**src/hw/rtl/pda_pkg.sv**
```systemverilog
// ----------------------------------------------------------------------------
// pda_pkg: shared types and constants of the parking distance alarm
// Field widths, register codes and reset values, word structs and the
// reciprocal constants for the echo width to centimetre conversion.
// ----------------------------------------------------------------------------
package pda_pkg;

  // field widths
  localparam int unsigned CaptureW = 16;
  localparam int unsigned DistW    = 10;
  localparam int unsigned LimitW   = 10;
  localparam int unsigned PeriodW  = 8;
  localparam int unsigned VolumeW  = 8;
  localparam int unsigned RegIdxW  = 3;
  localparam int unsigned CfgDataW = 10;

  // echo width / 116 = (width >> 2) / 29, done as (x * 18079) >> 19
  localparam int unsigned EchoPreShift = 2;
  localparam int unsigned QuotInW      = CaptureW - EchoPreShift;
  localparam int unsigned RecipMul     = 18079;
  localparam int unsigned RecipShift   = 19;
  localparam int unsigned ProdW        = QuotInW + 15;

  // register reset values
  localparam logic [PeriodW-1:0] TriggerPeriodRst = 8'd50;
  localparam logic [LimitW-1:0]  NearLimitRst     = 10'd10;
  localparam logic [LimitW-1:0]  WarnLimitRst     = 10'd20;
  localparam logic [LimitW-1:0]  FarIntervalRst   = 10'd600;
  localparam logic [LimitW-1:0]  MidIntervalRst   = 10'd250;
  localparam logic [LimitW-1:0]  NearIntervalRst  = 10'd100;
  localparam logic [VolumeW-1:0] ToneVolumeRst    = 8'd80;

  // register indexes
  typedef enum logic [RegIdxW-1:0] {
    REG_TRIGGER_PERIOD = 3'd0,
    REG_NEAR_LIMIT     = 3'd1,
    REG_WARN_LIMIT     = 3'd2,
    REG_FAR_INTERVAL   = 3'd3,
    REG_MID_INTERVAL   = 3'd4,
    REG_NEAR_INTERVAL  = 3'd5,
    REG_TONE_VOLUME    = 3'd6
  } cfg_reg_e;

  // item mode codes
  localparam logic ModeTick = 1'b0;
  localparam logic ModeEcho = 1'b1;

  typedef struct packed {
    logic                mode;
    logic [CaptureW-1:0] capture_time;
    logic                button_cw_n;
    logic                button_ccw_n;
  } item_t;

  typedef struct packed {
    logic               trigger_pulse;
    logic               lamp_ready;
    logic               lamp_warn;
    logic               lamp_danger;
    logic               drive_cw;
    logic               drive_ccw;
    logic [VolumeW-1:0] buzzer_level;
    logic [DistW-1:0]   distance_now;
  } result_t;

  typedef struct packed {
    logic                en;
    logic [RegIdxW-1:0]  idx;
    logic [CfgDataW-1:0] data;
  } cfg_wr_t;

endpackage

```
**src/hw/rtl/pda_if.sv**
```systemverilog
// ----------------------------------------------------------------------------
// pda_if: valid/ready channels of the parking distance alarm
// Input item channel, result channel and register write channel.
// ----------------------------------------------------------------------------
interface pda_in_if;
  logic                          valid;
  logic                          ready;
  logic                          mode;
  logic [pda_pkg::CaptureW-1:0]  capture_time;
  logic                          button_cw_n;
  logic                          button_ccw_n;

  modport source (output valid, mode, capture_time, button_cw_n, button_ccw_n,
                  input ready);
  modport sink (input valid, mode, capture_time, button_cw_n, button_ccw_n,
                output ready);
endinterface

interface pda_out_if;
  logic                         valid;
  logic                         ready;
  logic                         trigger_pulse;
  logic                         lamp_ready;
  logic                         lamp_warn;
  logic                         lamp_danger;
  logic                         drive_cw;
  logic                         drive_ccw;
  logic [pda_pkg::VolumeW-1:0]  buzzer_level;
  logic [pda_pkg::DistW-1:0]    distance_now;

  modport source (output valid, trigger_pulse, lamp_ready, lamp_warn, lamp_danger,
                  drive_cw, drive_ccw, buzzer_level, distance_now, input ready);
  modport sink (input valid, trigger_pulse, lamp_ready, lamp_warn, lamp_danger,
                drive_cw, drive_ccw, buzzer_level, distance_now, output ready);
endinterface

interface pda_cfg_if;
  logic                          valid;
  logic                          ready;
  logic [pda_pkg::RegIdxW-1:0]   reg_idx;
  logic [pda_pkg::CfgDataW-1:0]  wdata;

  modport source (output valid, reg_idx, wdata, input ready);
  modport sink (input valid, reg_idx, wdata, output ready);
endinterface

```
**src/hw/rtl/pda_core.sv**
```systemverilog
// ----------------------------------------------------------------------------
// pda_core: register file, alarm state and per-word datapath
// Computes the result of the staged word and commits state when it moves on.
// ----------------------------------------------------------------------------
module pda_core (
  input  logic              clk_i,
  input  logic              rst_ni,
  input  pda_pkg::cfg_wr_t  cfg_wr_i,
  input  logic              commit_i,
  input  pda_pkg::item_t    item_i,
  output pda_pkg::result_t  result_o
);

  // configuration registers
  logic [pda_pkg::PeriodW-1:0] trigger_period_q;
  logic [pda_pkg::LimitW-1:0]  near_limit_q, warn_limit_q;
  logic [pda_pkg::LimitW-1:0]  far_interval_q, mid_interval_q, near_interval_q;
  logic [pda_pkg::VolumeW-1:0] tone_volume_q;

  // alarm state
  logic [pda_pkg::PeriodW-1:0]  tick_count_q, tick_count_d;
  logic                         edge_phase_q, edge_phase_d;
  logic [pda_pkg::CaptureW-1:0] rise_time_q, rise_time_d;
  logic [pda_pkg::DistW-1:0]    distance_q, distance_d;
  logic [pda_pkg::LimitW-1:0]   buzzer_count_q, buzzer_count_d;
  logic [pda_pkg::VolumeW-1:0]  buzzer_duty_q, buzzer_duty_d;
  logic [3:0]                   lamp_drive_q, lamp_drive_d;

  logic [pda_pkg::CaptureW-1:0] echo_width;
  logic [pda_pkg::QuotInW-1:0]  quot_in;
  logic [pda_pkg::ProdW-1:0]    quot_prod;
  logic [pda_pkg::DistW-1:0]    echo_dist;
  logic [pda_pkg::PeriodW-1:0]  tick_inc;
  logic [pda_pkg::LimitW:0]     buzz_next;
  logic [pda_pkg::LimitW-1:0]   interval;
  logic                         cw_down, ccw_down;
  logic                         trig;

  // register writes
  always_ff @(posedge clk_i or negedge rst_ni) begin
    if (!rst_ni) begin
      trigger_period_q <= pda_pkg::TriggerPeriodRst;
      near_limit_q     <= pda_pkg::NearLimitRst;
      warn_limit_q     <= pda_pkg::WarnLimitRst;
      far_interval_q   <= pda_pkg::FarIntervalRst;
      mid_interval_q   <= pda_pkg::MidIntervalRst;
      near_interval_q  <= pda_pkg::NearIntervalRst;
      tone_volume_q    <= pda_pkg::ToneVolumeRst;
    end else if (cfg_wr_i.en) begin
      unique case (cfg_wr_i.idx)
        pda_pkg::REG_TRIGGER_PERIOD: trigger_period_q <= cfg_wr_i.data[pda_pkg::PeriodW-1:0];
        pda_pkg::REG_NEAR_LIMIT:     near_limit_q     <= cfg_wr_i.data;
        pda_pkg::REG_WARN_LIMIT:     warn_limit_q     <= cfg_wr_i.data;
        pda_pkg::REG_FAR_INTERVAL:   far_interval_q   <= cfg_wr_i.data;
        pda_pkg::REG_MID_INTERVAL:   mid_interval_q   <= cfg_wr_i.data;
        pda_pkg::REG_NEAR_INTERVAL:  near_interval_q  <= cfg_wr_i.data;
        pda_pkg::REG_TONE_VOLUME:    tone_volume_q    <= cfg_wr_i.data[pda_pkg::VolumeW-1:0];
        default: ;
      endcase
    end
  end

  // echo width to centimetres by reciprocal multiply
  assign echo_width = item_i.capture_time - rise_time_q;
  assign quot_in    = echo_width[pda_pkg::CaptureW-1:pda_pkg::EchoPreShift];
  assign quot_prod  = pda_pkg::ProdW'(quot_in) * pda_pkg::ProdW'(pda_pkg::RecipMul);
  assign echo_dist  = quot_prod[pda_pkg::RecipShift +: pda_pkg::DistW];

  assign cw_down     = !item_i.button_cw_n;
  assign ccw_down    = !item_i.button_ccw_n;
  assign tick_inc    = tick_count_q + 8'd1;
  assign buzz_next   = {1'b0, buzzer_count_q} + 11'd1;

  // buzzer interval by distance zone
  always_comb begin
    priority if (distance_q > warn_limit_q) begin
      interval = far_interval_q;
    end else if (distance_q >= near_limit_q) begin
      interval = mid_interval_q;
    end else begin
      interval = near_interval_q;
    end
  end

  // next state
  always_comb begin
    tick_count_d   = tick_count_q;
    edge_phase_d   = edge_phase_q;
    rise_time_d    = rise_time_q;
    distance_d     = distance_q;
    buzzer_count_d = buzzer_count_q;
    buzzer_duty_d  = buzzer_duty_q;
    lamp_drive_d   = lamp_drive_q;
    trig           = 1'b0;
    if (item_i.mode == pda_pkg::ModeEcho) begin
      if (!edge_phase_q) begin
        rise_time_d  = item_i.capture_time;
        edge_phase_d = 1'b1;
      end else begin
        distance_d   = echo_dist;
        edge_phase_d = 1'b0;
      end
    end else begin
      // trigger request
      if (tick_inc >= trigger_period_q) begin
        trig         = 1'b1;
        tick_count_d = '0;
      end else begin
        tick_count_d = tick_inc;
      end
      // lamps and motor drive
      lamp_drive_d = '0;
      if (distance_q != '0) begin
        lamp_drive_d[0] = distance_q < warn_limit_q;
        lamp_drive_d[1] = distance_q < near_limit_q;
      end
      if (distance_q > near_limit_q) begin
        lamp_drive_d[2] = cw_down && !ccw_down;
        lamp_drive_d[3] = ccw_down && !cw_down;
      end
      // buzzer toggling
      if (distance_q == '0) begin
        buzzer_duty_d  = '0;
        buzzer_count_d = '0;
      end else if (buzz_next >= {1'b0, interval}) begin
        buzzer_count_d = '0;
        buzzer_duty_d  = (buzzer_duty_q != '0) ? '0 : tone_volume_q;
      end else begin
        buzzer_count_d = buzz_next[pda_pkg::LimitW-1:0];
      end
    end
  end

  // state commit
  always_ff @(posedge clk_i or negedge rst_ni) begin
    if (!rst_ni) begin
      tick_count_q   <= '0;
      edge_phase_q   <= 1'b0;
      rise_time_q    <= '0;
      distance_q     <= '0;
      buzzer_count_q <= '0;
      buzzer_duty_q  <= '0;
      lamp_drive_q   <= '0;
    end else if (commit_i) begin
      tick_count_q   <= tick_count_d;
      edge_phase_q   <= edge_phase_d;
      rise_time_q    <= rise_time_d;
      distance_q     <= distance_d;
      buzzer_count_q <= buzzer_count_d;
      buzzer_duty_q  <= buzzer_duty_d;
      lamp_drive_q   <= lamp_drive_d;
    end
  end

  // result word
  always_comb begin
    result_o.trigger_pulse = trig;
    result_o.lamp_ready    = 1'b1;
    result_o.lamp_warn     = lamp_drive_d[0];
    result_o.lamp_danger   = lamp_drive_d[1];
    result_o.drive_cw      = lamp_drive_d[2];
    result_o.drive_ccw     = lamp_drive_d[3];
    result_o.buzzer_level  = buzzer_duty_d;
    result_o.distance_now  = distance_d;
  end

endmodule

```
**src/hw/rtl/parking_distance_alarm.sv**
```systemverilog
// ----------------------------------------------------------------------------
// parking_distance_alarm: ultrasonic parking distance alarm
// Echo timing to distance, trigger pacing, lamps, motor drive and buzzer.
// ----------------------------------------------------------------------------
// Usage:
//   in_i takes one word per handshake: a millisecond tick (mode 0) with the
//   two active-low button levels, or an echo edge (mode 1) with its 16-bit
//   capture time. Echo edges alternate rising then falling.
//   out_o gives exactly one result word for every input word, in order.
//   cfg_i writes register reg_idx with wdata; it is always ready and should
//   be used only while no word is in flight. Unknown indexes are dropped.
//   A word accepted on in_i sits in the input stage, and its result is
//   loaded into the output register when that register is free or being
//   taken, which raises out_o.valid. Throughput: one word per cycle while
//   the receiver takes results; the state update sits between input stage
//   and output register.
//   A stalled receiver holds the result; the input stage still fills, and
//   in_i.ready drops only when both stages are full.
//   Reset clears all state, loads register defaults and empties both stages.
// ----------------------------------------------------------------------------
module parking_distance_alarm (
  input  logic       clk_i,
  input  logic       rst_ni,
  pda_in_if.sink     in_i,
  pda_out_if.source  out_o,
  pda_cfg_if.sink    cfg_i
);

  logic              stage_valid_q, stage_valid_d;
  pda_pkg::item_t    stage_item_q;
  logic              out_valid_q, out_valid_d;
  pda_pkg::result_t  out_word_q;
  pda_pkg::result_t  core_result;
  pda_pkg::cfg_wr_t  cfg_wr;
  logic              advance;
  logic              in_accept;

  // handshake control
  assign advance   = stage_valid_q && (!out_valid_q || out_o.ready);
  assign in_i.ready = !stage_valid_q || advance;
  assign in_accept = in_i.valid && in_i.ready;
  assign cfg_i.ready = 1'b1;

  assign cfg_wr.en   = cfg_i.valid;
  assign cfg_wr.idx  = cfg_i.reg_idx;
  assign cfg_wr.data = cfg_i.wdata;

  always_comb begin
    stage_valid_d = stage_valid_q;
    if (in_accept) begin
      stage_valid_d = 1'b1;
    end else if (advance) begin
      stage_valid_d = 1'b0;
    end
    out_valid_d = out_valid_q;
    if (advance) begin
      out_valid_d = 1'b1;
    end else if (out_o.ready) begin
      out_valid_d = 1'b0;
    end
  end

  always_ff @(posedge clk_i or negedge rst_ni) begin
    if (!rst_ni) begin
      stage_valid_q <= 1'b0;
      out_valid_q   <= 1'b0;
    end else begin
      stage_valid_q <= stage_valid_d;
      out_valid_q   <= out_valid_d;
    end
  end

  // input stage payload
  always_ff @(posedge clk_i) begin
    if (in_accept) begin
      stage_item_q.mode         <= in_i.mode;
      stage_item_q.capture_time <= in_i.capture_time;
      stage_item_q.button_cw_n  <= in_i.button_cw_n;
      stage_item_q.button_ccw_n <= in_i.button_ccw_n;
    end
  end

  pda_core u_core (
    .clk_i    (clk_i),
    .rst_ni   (rst_ni),
    .cfg_wr_i (cfg_wr),
    .commit_i (advance),
    .item_i   (stage_item_q),
    .result_o (core_result)
  );

  // output register
  always_ff @(posedge clk_i) begin
    if (advance) begin
      out_word_q <= core_result;
    end
  end

  assign out_o.valid         = out_valid_q;
  assign out_o.trigger_pulse = out_word_q.trigger_pulse;
  assign out_o.lamp_ready    = out_word_q.lamp_ready;
  assign out_o.lamp_warn     = out_word_q.lamp_warn;
  assign out_o.lamp_danger   = out_word_q.lamp_danger;
  assign out_o.drive_cw      = out_word_q.drive_cw;
  assign out_o.drive_ccw     = out_word_q.drive_ccw;
  assign out_o.buzzer_level  = out_word_q.buzzer_level;
  assign out_o.distance_now  = out_word_q.distance_now;

  // checks
  a_accept_fills_stage: assert property (@(posedge clk_i) disable iff (!rst_ni)
    in_accept |=> stage_valid_q)
    else $error("accepted word did not reach the input stage");

  a_ready_when_empty: assert property (@(posedge clk_i) disable iff (!rst_ni)
    !out_valid_q |-> in_i.ready)
    else $error("input blocked while output register is empty");

  a_advance_loads_out: assert property (@(posedge clk_i) disable iff (!rst_ni)
    advance |=> out_valid_q)
    else $error("staged word was lost on its way to the output");

  a_one_drive_dir: assert property (@(posedge clk_i) disable iff (!rst_ni)
    out_valid_q |-> !(out_word_q.drive_cw && out_word_q.drive_ccw))
    else $error("motor driven both ways");

  a_ready_lamp_on: assert property (@(posedge clk_i) disable iff (!rst_ni)
    out_valid_q |-> out_word_q.lamp_ready)
    else $error("ready lamp dark on a valid word");

endmodule

```
**src/flat_wrapper.sv**
```systemverilog
// flat-port wrapper written by rule: the top's interface ports become plain ports
module parking_distance_alarm_flat 
  (clk_i, rst_ni, in_i_valid, in_i_mode, in_i_capture_time, in_i_button_cw_n, in_i_button_ccw_n, in_i_ready, out_o_valid, out_o_trigger_pulse, out_o_lamp_ready, out_o_lamp_warn, out_o_lamp_danger, out_o_drive_cw, out_o_drive_ccw, out_o_buzzer_level, out_o_distance_now, out_o_ready, cfg_i_valid, cfg_i_reg_idx, cfg_i_wdata, cfg_i_ready);
  pda_in_if in_i_i ();
  pda_out_if out_o_i ();
  pda_cfg_if cfg_i_i ();
  input  logic clk_i;
  input  logic rst_ni;
  input wire logic [$bits(in_i_i.valid)-1:0] in_i_valid;
  input wire logic [$bits(in_i_i.mode)-1:0] in_i_mode;
  input wire logic [$bits(in_i_i.capture_time)-1:0] in_i_capture_time;
  input wire logic [$bits(in_i_i.button_cw_n)-1:0] in_i_button_cw_n;
  input wire logic [$bits(in_i_i.button_ccw_n)-1:0] in_i_button_ccw_n;
  output wire logic [$bits(in_i_i.ready)-1:0] in_i_ready;
  output wire logic [$bits(out_o_i.valid)-1:0] out_o_valid;
  output wire logic [$bits(out_o_i.trigger_pulse)-1:0] out_o_trigger_pulse;
  output wire logic [$bits(out_o_i.lamp_ready)-1:0] out_o_lamp_ready;
  output wire logic [$bits(out_o_i.lamp_warn)-1:0] out_o_lamp_warn;
  output wire logic [$bits(out_o_i.lamp_danger)-1:0] out_o_lamp_danger;
  output wire logic [$bits(out_o_i.drive_cw)-1:0] out_o_drive_cw;
  output wire logic [$bits(out_o_i.drive_ccw)-1:0] out_o_drive_ccw;
  output wire logic [$bits(out_o_i.buzzer_level)-1:0] out_o_buzzer_level;
  output wire logic [$bits(out_o_i.distance_now)-1:0] out_o_distance_now;
  input wire logic [$bits(out_o_i.ready)-1:0] out_o_ready;
  input wire logic [$bits(cfg_i_i.valid)-1:0] cfg_i_valid;
  input wire logic [$bits(cfg_i_i.reg_idx)-1:0] cfg_i_reg_idx;
  input wire logic [$bits(cfg_i_i.wdata)-1:0] cfg_i_wdata;
  output wire logic [$bits(cfg_i_i.ready)-1:0] cfg_i_ready;
  assign in_i_i.valid = in_i_valid;
  assign in_i_i.mode = in_i_mode;
  assign in_i_i.capture_time = in_i_capture_time;
  assign in_i_i.button_cw_n = in_i_button_cw_n;
  assign in_i_i.button_ccw_n = in_i_button_ccw_n;
  assign in_i_ready = in_i_i.ready;
  assign out_o_valid = out_o_i.valid;
  assign out_o_trigger_pulse = out_o_i.trigger_pulse;
  assign out_o_lamp_ready = out_o_i.lamp_ready;
  assign out_o_lamp_warn = out_o_i.lamp_warn;
  assign out_o_lamp_danger = out_o_i.lamp_danger;
  assign out_o_drive_cw = out_o_i.drive_cw;
  assign out_o_drive_ccw = out_o_i.drive_ccw;
  assign out_o_buzzer_level = out_o_i.buzzer_level;
  assign out_o_distance_now = out_o_i.distance_now;
  assign out_o_i.ready = out_o_ready;
  assign cfg_i_i.valid = cfg_i_valid;
  assign cfg_i_i.reg_idx = cfg_i_reg_idx;
  assign cfg_i_i.wdata = cfg_i_wdata;
  assign cfg_i_ready = cfg_i_i.ready;
  parking_distance_alarm u_core (.clk_i(clk_i), .rst_ni(rst_ni), .in_i(in_i_i), .out_o(out_o_i), .cfg_i(cfg_i_i));
endmodule
```
**config.mk**
```make
export PLATFORM = sky130hd
export DESIGN_NAME = parking_distance_alarm_flat
export DESIGN_NICKNAME = d
export VERILOG_FILES = /design/src/hw/rtl/pda_pkg.sv /design/src/hw/rtl/pda_if.sv /design/src/hw/rtl/pda_core.sv /design/src/hw/rtl/parking_distance_alarm.sv /design/src/flat_wrapper.sv
export SDC_FILE = /design/constraint.sdc
export NUM_CORES = 1
export LEC_CHECK = 0
export ABC_AREA = 1
export ABC_CLOCK_PERIOD_IN_PS = 7700
export BUFFER_PORTS_ARGS = -buffer_cell sky130_fd_sc_hd__buf_2
export CAP_MARGIN = 20
export CORE_ASPECT_RATIO = 0.7
export CORE_MARGIN = 3
export CORE_UTILIZATION = 50
export DETAILED_ROUTE_END_ITERATION = 6
export PLACE_DENSITY = 0.68
export RECOVER_POWER = 50
export SLEW_MARGIN = 10
export SYNTH_ARGS = -nofsm -noshare
export SYNTH_HDL_FRONTEND = slang
export SYNTH_HIERARCHICAL = 1
export SYNTH_SLANG_ARGS = --single-unit
```
**constraint.sdc**
```tcl
create_clock -name clk_i -period 7.7 [get_ports clk_i]
set_input_delay 1.54 -clock clk_i [delete_from_list [all_inputs] [get_ports clk_i]]
set_output_delay 1.54 -clock clk_i [all_outputs]
set_load 0.01 [all_outputs]
```
==> implementation parameters, run 1 <==
Parameter                              Value

Clock tree
  Deepest clock path buffer count    2
  Num Clock Sinks    168
  Cts-stage hold buffer count    0
  Post-cts repair resize count    0
  Post CTS Setup Buffer Count    0
  Level count of the clock H-tree    4
  Number of buffers added by the clock tree synthesis step    17
  Root buf cell    clkbuf_16
  Clock latency of the later-clocked register in the worst-skew pair    0.43 ns
  Clock-pin transition on the worst setup and hold timing paths    0.07 ns
  CTS tree    built

Placement
  Port-buffer cells    62
  Final HPWL from detailed placement    23500 um
  Number of placed instances with taps included    1869
  Global placement routability congestion    0.923

Route
  DRC errors left    0
  Number of iterations in the first detailed-routing pass    5
  Antenna-violating nets left    0
  Via/cell ratio    5.24
  Drt total wl    29400 um
  DRC marker count from the first detailed-route iteration    756
  Met3 routed wirelength    1800 um
  Sum of routed wire segments on met1    15800 um
  Highest routing layer actually used    met4
  Via count    9966
  Wire length per cell after detailed routing    15.5 um
  Total met2 wirelength after detailed routing    11500 um

Synth
  Warnings, synthesis    6
  Synthesized area divided by synthesized cell count    8.59 um2
  Fraction of registers with async set or reset after synthesis    0.744
  Syn_nets    1777
  Post-Synthesis Cells    1506
  Syn Std Cell Area    12900 um2
  Synth Register Bits    168
  Number of synthesized flops with an enable pin    43
  Distinct cells, synth    52
  Most used DFF post-synth    dfrtp_1
  Sequential-to-total area share from yosys stat    0.344

Timing
  Setup Viol. Count Final    0
  Total count of hold-check failures in the final report    0
  Accumulated negative setup slack    0 ns
  Fraction of the cycle the final worst path needs    0.917
  Normalized max-slew margin    -1.43
  Setup Skew    0.0144 ns
  Least-Margin Pin Slew    3.64 ns
  Pins Over Slew Limit    104
  Max Freq    142 MHz
  Setup repair after global routing missed its margin    no
  Clock period minus final worst setup slack    7.06 ns

Worst setup path
  Type of the worst setup path    flip-flop to flip-flop
  Library cell appearing most often on the critical path    inv_1
  Worst flop-to-flop path endpoint    u_core/out_o.distance_now[8]
  CP Max Fanout    6
  WP data required    7.88 ns
  Launch point of the worst reg-to-reg path    u_core/stage_item_q[4]
  Kind of end point of the critical path    flip-flop
  Arrival time reported for the critical path endpoint    7.24 ns
  R2r worst-path depth    32
  Setup slack of the most critical reg-to-reg path    0.64 ns
  Sort of element at the start of the critical path    flip-flop
  Largest stage delay, worst path    0.56 ns
  Critical-path cell with the highest stage delay    fa_1

Flow run
  Number of maximum-capacitance violations    2

Hold path
  Depth of the worst hold-timing path    2
  Hold/Removal Path Class    flip-flop to flip-flop
  Worst Hold Endpoint    u_core/u_core/warn_limit_q[1]
  Worst hold path startpoint    u_core/u_core/warn_limit_q[1]

GRT
  Pin count of the biggest net entering global routing    69
  Grt total ovfl    0
  Via count of the first global-routing pass    9609
  Initial antenna violation count    0
  Wire length of the first global-routing pass    49500 um
  All-layer global routing usage    0.223

Floorplan
  Overall die width    198 um
  Initial cell density of the core    0.517
  I/O pin count    64
  Floorplan core area    25000 um2
  Die area    27900 um2
  Overall die height    141 um
  Std-Cell Rows    48

Finish
  Final instance count without filler cells    1902
  Count of nets after finishing    1835
  Layout Area Growth over Synthesis    9.38%
  Antenna diode instance count    0
  Fraction of layout cells with a size suffix above 1    0.0958

Outcome
  Outcome    finished, violations left
  Violated checks    capacitance limit, slew limit
-- stage by stage --
stage | utilization | setup WS [ns] | hold WS [ns] | area, um2
after floorplan | - | 1.06 | 0.448 | 12900
after global placement | 0.543 | 0.717 | 0.464 | 13600
after detailed placement | 0.543 | 0.587 | 0.473 | 13600
after CTS | 0.566 | 0.534 | 0.490 | 14200
after global routing | 0.565 | 0.0731 | 0.507 | 14200
final | 0.565 | 0.640 | 0.484 | 14200
-- layout by cell type (no fill, tap or decap), drive strengths merged, types with 8 or more instances in the layout --
| cell type | count |
|---|---|
| a21oi | 72 |
| buf | 52 |
| clkbuf | 35 |
| clkinv | 8 |
| dfrtp | 103 |
| dfstp | 22 |
| edfxtp | 43 |
| fa | 57 |
| ha | 177 |
| inv | 305 |
| nand2 | 303 |
| nand3 | 68 |
| nand4 | 11 |
| nor2 | 68 |
| nor3 | 16 |
| o21a | 12 |
| o21ai | 113 |
| o21bai | 10 |
| o22ai | 19 |
| xor2 | 21 |
-- Yosys cell counts, types with 2 or more instances --
master | instances | area share
a211oi_1 | 2 | 0.0012
a21boi_0 | 3 | 0.0017
a21o_1 | 7 | 0.0041
a21oi_1 | 72 | 0.028
a31oi_1 | 6 | 0.0029
and2_1 | 7 | 0.0034
buf_2 | 4 | 0.0015
buf_4 | 3 | 0.0017
clkbuf_1 | 22 | 0.0064
clkinv_1 | 2 | 0.00058
conb_1 | 2 | 0.00058
dfrtp_1 | 103 | 0.20
dfstp_2 | 22 | 0.045
edfxtp_1 | 43 | 0.10
fa_1 | 57 | 0.088
ha_1 | 177 | 0.17
inv_1 | 292 | 0.085
inv_2 | 7 | 0.0020
mux2_2 | 5 | 0.0044
mux2i_1 | 7 | 0.0054
nand2_1 | 282 | 0.082
nand2_2 | 13 | 0.0063
nand2_4 | 8 | 0.0070
nand3_1 | 65 | 0.025
nand3_2 | 3 | 0.0023
nand4_1 | 11 | 0.0053
nor2_1 | 66 | 0.019
nor2_2 | 2 | 0.00097
nor3_1 | 16 | 0.0062
nor4_1 | 3 | 0.0015
o211ai_1 | 2 | 0.0012
o21a_1 | 12 | 0.0070
o21ai_0 | 109 | 0.042
o21ai_1 | 4 | 0.0015
o21bai_1 | 9 | 0.0052
o221ai_1 | 2 | 0.0014
o22ai_1 | 19 | 0.0092
o31ai_1 | 2 | 0.0012
or2_2 | 3 | 0.0015
xor2_1 | 20 | 0.014
-- critical path: cells and delay by family (launching register included) --
family / cells / cell delay (ns)
adders and majority gates: 8 / 3.51
and+or+nand+nor: 11 / 0.99
AOI/OAI and AO/OA: 5 / 0.89
xor gates and xnor gates: 1 / 0.53
buffers and inverters: 7 / 0.47
DFF: 1 / 0.40
-- per-layer routing --
layer	GRT usage	up-vias
met1	0.362	4702
met3	0.0459	19
met4	0.0391	0
met2	0.306	249
li1	-	4996
met5	0	-
-- state kept, by name, indices dropped and copies added, names as in the netlist, 4 cells and up --
register	count
u_core/u_core/lamp_drive_q	4
u_core/u_core/trigger_period_q	8
u_core/out_o.buzzer_level	8
u_core/u_core/buzzer_count_q	10
u_core/u_core/distance_q	10
u_core/u_core/near_interval_q	10
u_core/stage_item_q	19
u_core/u_core/warn_limit_q	10
u_core/u_core/buzzer_duty_q	8
u_core/u_core/tick_count_q	8
u_core/u_core/mid_interval_q	10
u_core/out_o.distance_now	10
u_core/u_core/rise_time_q	16
u_core/u_core/near_limit_q	10
u_core/u_core/far_interval_q	10
u_core/u_core/tone_volume_q	8
-- cells by family after synthesis --
family / Yosys count / synth area share
xor gates and xnor gates: 22 / 0.0155
other: 2 / 0.000580
muxes: 12 / 0.00976
DFF: 168 / 0.344
and+or+nand+nor: 481 / 0.161
buffers and inverters: 331 / 0.0973
AOI/OAI and AO/OA: 256 / 0.113
adders and majority gates: 234 / 0.259
-- worst max path at each step --
| stage | from | end | slack [ns] | cells past startpoint |
|---|---|---|---|---|
| final | u_core/stage_item_q[4] | u_core/out_o.distance_now[8] | 0.64 | 32 |
| after global routing | u_core/stage_item_q[4] | u_core/out_o.distance_now[8] | 0.07 | 36 |
| after CTS | u_core/stage_item_q[4] | u_core/out_o.distance_now[8] | 0.53 | 32 |
| after detailed placement | u_core/stage_item_q[4] | u_core/out_o.distance_now[8] | 0.59 | 32 |
| after global placement | u_core/stage_item_q[4] | u_core/out_o.distance_now[8] | 0.72 | 32 |
| after floorplan | u_core/stage_item_q[4] | u_core/out_o.distance_now[8] | 1.06 | 36 |
-- area by class of cell --
type                            count  area, um2
Clock inverter                     14        138
Tap cell                          325        407
Clock buffer                       18        439
Fill cell                        2252      10900
Multi-Input combinational cell   1007       7250
Timing Repair Buffer               69        347
Inverter                          301       1130
Sequential cell                   168       4450
Power of run 1 is left out: the tool's default activity adds up to more than one toggle a clock period on the data nets, which glitch-free logic cannot reach.
==> inputs of run 2 (changes only) <==
--- a/config.mk
+++ b/config.mk
@@ -13,6 +13,7 @@
 export CORE_MARGIN = 3
 export CORE_UTILIZATION = 50
 export DETAILED_ROUTE_END_ITERATION = 6
+export MAX_ROUTING_LAYER = met4
 export PLACE_DENSITY = 0.68
 export RECOVER_POWER = 50
 export SLEW_MARGIN = 10
==> run 2 against run 1 <==
The flow still finishes with violations (capacitance limit, slew limit). Clock-buffer cell count is 1 higher. Sequential share of layout area is essentially flat. Via count down 0.53%. Die area stayed put. Sequential cell count is the same. Critical path depth is 2 lower. Cell area is essentially flat. Worst setup slack worse by 0.033 ns. Critical path type unchanged.
==> implementation parameters, run 2 (synthesis gave the netlist of run 1 again) <==
Parameter                              Value

Outcome
  Outcome    finished, violations left (unchanged)
  Violated checks    capacitance limit, slew limit (unchanged)

Worst setup path
  WP data required    7.89 ns (was 7.88 ns)
  Worst path buffer plus inverter count    7 (unchanged)
  Setup slack of the most critical reg-to-reg path    0.61 ns (was 0.64 ns)
  Sort of element at the start of the critical path    flip-flop (unchanged)
  Launch point of the worst reg-to-reg path    u_core/stage_item_q[13] (was u_core/stage_item_q[4])
  Kind of end point of the critical path    flip-flop (unchanged)
  Library cell appearing most often on the critical path    inv_1 (unchanged)
  Arrival time reported for the critical path endpoint    7.28 ns (was 7.24 ns)
  Type of the worst setup path    flip-flop to flip-flop (unchanged)
  R2r worst-path depth    30 (was 32)
  Kind of cell with the highest combined delay on the critical path    adder cells (unchanged)
  Critical-path cell with the highest stage delay    fa_1 (unchanged)
  Largest stage delay, worst path    0.56 ns (about the same)
  CP Max Fanout    6 (unchanged)
  Worst flop-to-flop path endpoint    u_core/out_o.distance_now[8] (unchanged)

Finish
  Highest-count cells in the layout ignoring fill and taps    inv_1 (293), nand2_1 (282), ha_1 (177) (unchanged)
  Leading cell type in the layout, fill and taps excluded    inv_1 (unchanged)
  Count of nets after finishing    1837 (was 1835)
  Largest Register    u_core/stage_item_q (unchanged)
  Max FFs per register    19 (unchanged)
  Largest registers    u_core/stage_item_q: 19 flops, u_core/u_core/rise_time_q: 16 flops (unchanged)
  Antenna diode instance count    0 (unchanged)
  Layout Area Growth over Synthesis    9.43% (was 9.38%)
  Fraction of layout cells with a size suffix above 1    0.0994 (was 0.0958)

Clock tree
  Root buf cell    clkbuf_16 (unchanged)
  Clock latency of the later-clocked register in the worst-skew pair    0.44 ns (was 0.43 ns)
  Number of buffers added by the clock tree synthesis step    17 (unchanged)
  Deepest clock path buffer count    2 (unchanged)
  Cts-stage hold buffer count    0 (unchanged)
  Num Clock Sinks    168 (unchanged)
  Post CTS Setup Buffer Count    0 (unchanged)
  Level count of the clock H-tree    4 (unchanged)
  Clock-pin transition on the worst setup and hold timing paths    0.07 ns (about the same)
  Post-cts repair resize count    0 (unchanged)
  CTS tree    built (unchanged)

GRT
  Initial antenna violation count    0 (unchanged)
  Wire length of the first global-routing pass    49800 um (was 49500 um)
  Grt total ovfl    0 (unchanged)
  Via count of the first global-routing pass    9765 (was 9609)
  Pin count of the biggest net entering global routing    54 (was 69)
  All-layer global routing usage    0.232 (was 0.223)

Floorplan
  Floorplan core area    25000 um2 (unchanged)
  Initial cell density of the core    0.517 (unchanged)
  Std-Cell Rows    48 (unchanged)
  I/O pin count    64 (unchanged)
  Die area    27900 um2 (unchanged)
  Overall die width    198 um (unchanged)
  Overall die height    141 um (unchanged)

Hold path
  Worst hold path startpoint    u_core/u_core/warn_limit_q[3] (was u_core/u_core/warn_limit_q[1])
  Worst Hold Endpoint    u_core/u_core/warn_limit_q[3] (was u_core/u_core/warn_limit_q[1])
  Hold/Removal Path Class    flip-flop to flip-flop (unchanged)
  Depth of the worst hold-timing path    2 (unchanged)

Route
  Wire length per cell after detailed routing    15.7 um (was 15.5 um)
  DRC errors left    0 (unchanged)
  Via/cell ratio    5.21 (was 5.24)
  Drt total wl    29800 um (was 29400 um)
  Number of iterations in the first detailed-routing pass    5 (unchanged)
  DRC marker count from the first detailed-route iteration    717 (was 756)
  Antenna-violating nets left    0 (unchanged)
  Via count    9913 (was 9966)

Placement
  Global placement routability congestion    0.943 (was 0.923)
  Port-buffer cells    62 (unchanged)
  Final HPWL from detailed placement    23900 um (was 23500 um)

Timing
  Least-Margin Pin Slew    2.97 ns (was 3.64 ns)
  Setup Viol. Count Final    0 (unchanged)
  Clock period minus final worst setup slack    7.09 ns (was 7.06 ns)
  Accumulated negative setup slack    0 ns (unchanged)
  Total count of hold-check failures in the final report    0 (unchanged)
  Fraction of the cycle the final worst path needs    0.921 (was 0.917)
  Normalized max-slew margin    -0.978 (was -1.43)
  Pins Over Slew Limit    122 (was 104)
  Setup repair after global routing missed its margin    no (unchanged)
  Setup Skew    0.0159 ns (was 0.0144 ns)
  Max Freq    141 MHz (was 142 MHz)

Flow run
  Number of maximum-capacitance violations    3 (was 2)
run 2: changes by cell type in the layout (fill, tap and decap cells not counted):
cell / change
clkinv_1: +1
buf_2: +7
clkinv_4: -1
clkinvlp_4: +1
buf_1: +1
inv_6: -1
clkbuf_1: -6
inv_8: -1
buf_4: +1
run 2: through the flow:
step | hold WS [ns] | setup slack (ns) | instance area (um2) | utilization | std cells
finish | 0.488 | 0.607 | 14200 | 0.565 | 1904
global route | 0.503 | 0.0467 | 14200 | 0.565 | 1904
CTS | 0.491 | 0.562 | 14200 | 0.566 | 1903
detailed placement | 0.475 | 0.578 | 13600 | 0.543 | 1871
global placement | 0.462 | 0.742 | 13600 | 0.543 | 1871
floorplan | 0.448 | 1.06 | 12900 | - | 1506
run 2: worst max path at each step:
stage / start / to / slack (ns) / cells after the start
2_1_floorplan: u_core/stage_item_q[4] / u_core/out_o.distance_now[8] / 1.06 / 36
3_3_place_gp: u_core/stage_item_q[4] / u_core/out_o.distance_now[8] / 0.74 / 36
3_5_place_dp: u_core/stage_item_q[4] / u_core/out_o.distance_now[8] / 0.58 / 36
4_1_cts: u_core/stage_item_q[4] / u_core/out_o.distance_now[8] / 0.56 / 36
5_1_grt: u_core/stage_item_q[7] / u_core/out_o.distance_now[8] / 0.05 / 36
6_report: u_core/stage_item_q[13] / u_core/out_o.distance_now[8] / 0.61 / 30
run 2: final cells by class:
class,count,area (um2)
Inverter,301,1130
Clock inverter,13,120
Tap cell,325,407
Clock buffer,19,443
Fill cell,2239,10900
Multi-Input combinational cell,1007,7250
Timing Repair Buffer,71,367
Sequential cell,168,4450
run 2: layer usage:
layer | part of all wire | vias to the layer above | wire length (um) | global-route usage
li1 | - | 5003 | - | -
met4 | 0.012 | 0 | 349 | 0.0491
met2 | 0.39 | 249 | 11700 | 0.309
met1 | 0.53 | 4633 | 15700 | 0.356
met5 | 0 | - | 0 | -
met3 | 0.070 | 28 | 2100 | 0.0545
run 2: worst reg2reg max path, delay by kind of cell (launching register included):
family	cells	cell delay (ns)
fa+ha+maj	9	3.90
flops	1	0.39
simple gates	8	0.83
buf+inv	7	0.44
compound gates	6	1.28
Power of run 2 is left out for the same reason.
==> inputs of run 3 (changes only) <==
--- a/config.mk
+++ b/config.mk
@@ -9,12 +9,14 @@
 export ABC_CLOCK_PERIOD_IN_PS = 7700
 export BUFFER_PORTS_ARGS = -buffer_cell sky130_fd_sc_hd__buf_2
 export CAP_MARGIN = 20
+export CELL_PAD_IN_SITES_DETAIL_PLACEMENT = 0
+export CELL_PAD_IN_SITES_GLOBAL_PLACEMENT = 1
 export CORE_ASPECT_RATIO = 0.7
 export CORE_MARGIN = 3
-export CORE_UTILIZATION = 50
+export CORE_UTILIZATION = 48
 export DETAILED_ROUTE_END_ITERATION = 6
 export MAX_ROUTING_LAYER = met4
-export PLACE_DENSITY = 0.68
+export PLACE_DENSITY = 0.82
 export RECOVER_POWER = 50
 export SLEW_MARGIN = 10
 export SYNTH_ARGS = -nofsm -noshare
==> run 3 against run 2 <==
The run still ends with capacitance limit, slew limit left. Routed wire length is 1.2% higher. Final cell count is 1.6% higher. Clock skew is 0.0028 ns lower. Sequential share of layout area is 0.099 points lower. Clock-buffer cell count is 1 lower. Sequential cell count stayed put. Register-to-register slack hardly changed. Cell area is 0.32% higher. Via count is 0.37% lower. Global-route usage is 0.92 points lower. Critical path depth is 11 higher. Die area is 4.0% higher. Critical path type unchanged.
==> implementation parameters, run 3 (synthesis gave the netlist of run 1 again) <==
Parameter                              Value

Outcome
  Outcome    finished, violations left (unchanged)
  Violated checks    capacitance limit, slew limit (unchanged)

Route
  DRC marker count from the first detailed-route iteration    787 (was 717)
  Drt total wl    30200 um (was 29800 um)
  Via/cell ratio    5.10 (was 5.21)
  Antenna-violating nets left    0 (unchanged)
  DRC errors left    0 (unchanged)
  Number of iterations in the first detailed-routing pass    5 (unchanged)
  Via count    9876 (was 9913)
  Wire length per cell after detailed routing    15.6 um (was 15.7 um)

Clock tree
  Cts-stage hold buffer count    0 (unchanged)
  Root buf cell    clkbuf_16 (unchanged)
  Clock-pin transition on the worst setup and hold timing paths    0.08 ns (was 0.07 ns)
  Post CTS Setup Buffer Count    0 (unchanged)
  Clock latency of the later-clocked register in the worst-skew pair    0.44 ns (about the same)
  Num Clock Sinks    168 (unchanged)
  CTS tree    built (unchanged)
  Deepest clock path buffer count    2 (unchanged)
  Post-cts repair resize count    0 (unchanged)
  Level count of the clock H-tree    4 (unchanged)
  Number of buffers added by the clock tree synthesis step    17 (unchanged)

Worst setup path
  WP data required    7.88 ns (was 7.89 ns)
  Library cell appearing most often on the critical path    nand2_2 (was inv_1)
  Worst flop-to-flop path endpoint    u_core/out_o.distance_now[5] (was u_core/out_o.distance_now[8])
  Launch point of the worst reg-to-reg path    u_core/stage_item_q[4] (was u_core/stage_item_q[13])
  Type of the worst setup path    flip-flop to flip-flop (unchanged)
  Critical-path cell with the highest stage delay    fa_1 (unchanged)
  Kind of end point of the critical path    flip-flop (unchanged)
  Setup slack of the most critical reg-to-reg path    0.62 ns (was 0.61 ns)
  R2r worst-path depth    41 (was 30)
  Largest stage delay, worst path    0.54 ns (was 0.56 ns)
  CP Max Fanout    6 (unchanged)
  Arrival time reported for the critical path endpoint    7.27 ns (was 7.28 ns)
  Sort of element at the start of the critical path    flip-flop (unchanged)

Finish
  Largest registers    u_core/stage_item_q: 19 flops, u_core/u_core/rise_time_q: 16 flops (unchanged)
  Antenna diode instance count    0 (unchanged)
  Fraction of layout cells with a size suffix above 1    0.102 (was 0.0994)
  Count of nets after finishing    1836 (was 1837)
  Largest Register    u_core/stage_item_q (unchanged)
  Leading cell type in the layout, fill and taps excluded    inv_1 (unchanged)
  Highest-count cells in the layout ignoring fill and taps    inv_1 (293), nand2_1 (282), ha_1 (177) (unchanged)
  Layout Area Growth over Synthesis    9.77% (was 9.43%)
  Number of fillers in the final layout    2417 (was 2239)
  Max FFs per register    19 (unchanged)

GRT
  Initial antenna violation count    0 (unchanged)
  Grt total ovfl    0 (unchanged)
  Pin count of the biggest net entering global routing    75 (was 54)
  All-layer global routing usage    0.223 (was 0.232)
  Wire length of the first global-routing pass    49600 um (was 49800 um)
  Via count of the first global-routing pass    9304 (was 9765)

Floorplan
  Floorplan core area    26100 um2 (was 25000 um2)
  I/O pin count    64 (unchanged)
  Die area    29000 um2 (was 27900 um2)
  Initial cell density of the core    0.495 (was 0.517)
  Overall die width    202 um (was 198 um)
  Overall die height    143 um (was 141 um)
  Std-Cell Rows    49 (was 48)

Flow run
  Number of maximum-capacitance violations    1 (was 3)

Timing
  Setup Viol. Count Final    0 (unchanged)
  Clock period minus final worst setup slack    7.08 ns (was 7.09 ns)
  Normalized max-slew margin    -1.09 (was -0.978)
  Setup Skew    0.0131 ns (was 0.0159 ns)
  Accumulated negative setup slack    0 ns (unchanged)
  Max Freq    141 MHz (about the same)
  Least-Margin Pin Slew    3.13 ns (was 2.97 ns)
  Setup repair after global routing missed its margin    no (unchanged)
  Pins Over Slew Limit    55 (was 122)
  Total count of hold-check failures in the final report    0 (unchanged)
  Fraction of the cycle the final worst path needs    0.920 (was 0.921)

Placement
  Global placement routability congestion    0.905 (was 0.943)
  Final HPWL from detailed placement    24100 um (was 23900 um)
  Port-buffer cells    62 (unchanged)

Hold path
  Hold/Removal Path Class    flip-flop to flip-flop (unchanged)
  Depth of the worst hold-timing path    2 (unchanged)
  Worst hold path startpoint    u_core/u_core/near_interval_q[7] (was u_core/u_core/warn_limit_q[3])
  Worst Hold Endpoint    u_core/u_core/near_interval_q[7] (was u_core/u_core/warn_limit_q[3])
## run 3: changes by cell type in the layout (fill, tap and decap cells not counted), sizes merged
cell    before  now
clkbuf      29   27
inv        303  304
## run 3: metal layers
layer,share of wire,wire length [um],up-vias,global-route usage
met4,0.0093,280,0,0.0404
met1,0.56,16900,4638,0.362
met2,0.37,11300,214,0.289
met3,0.057,1730,21,0.0342
met5,0,0,-,-
li1,-,-,5003,-
## run 3: how the worst max path moves through the flow
stage                           startpoint                           end  slack [ns]  cells after the start
global placement    u_core/stage_item_q[4]  u_core/out_o.distance_now[8]        0.67                     36
floorplan           u_core/stage_item_q[4]  u_core/out_o.distance_now[8]        1.06                     36
CTS                 u_core/stage_item_q[4]  u_core/out_o.distance_now[8]        0.48                     36
finish              u_core/stage_item_q[4]  u_core/out_o.distance_now[5]        0.62                     41
detailed placement  u_core/stage_item_q[4]  u_core/out_o.distance_now[8]        0.51                     36
global route        u_core/stage_item_q[4]  u_core/out_o.distance_now[8]        0.02                     40
## run 3: layout make-up
class	instances	area (um2)	area share
clock buffer	18	429	0.0302
multi-input combinational	1007	7250	0.511
clock inverter	14	140	0.00986
tap	357	447	0.0314
timing repair buffer	70	360	0.0254
sequential	168	4450	0.313
inverter	301	1130	0.0795
## run 3: worst max-delay path, delay by kind of cell, from the launching register on
| family | cells | cell delay, ns |
|---|---|---|
| buffers and inverters | 7 | 0.45 |
| DFF | 1 | 0.41 |
| AOI/OAI and AO/OA | 5 | 0.92 |
| and+or+nand+nor | 20 | 1.52 |
| adders and majority gates | 9 | 3.53 |
## run 3: metrics by stage
stage / setup WS (ns) / hold slack, ns / utilization / cells / instance area (um2)
2_1_floorplan: 1.06 / 0.448 / - / 1506 / 12900
3_3_place_gp: 0.674 / 0.465 / 0.522 / 1900 / 13600
3_5_place_dp: 0.512 / 0.473 / 0.522 / 1900 / 13600
4_1_cts: 0.478 / 0.490 / 0.543 / 1932 / 14200
5_1_grt: 0.0203 / 0.500 / 0.544 / 1935 / 14200
6_report: 0.619 / 0.487 / 0.544 / 1935 / 14200
Power of run 3 is left out for the same reason.
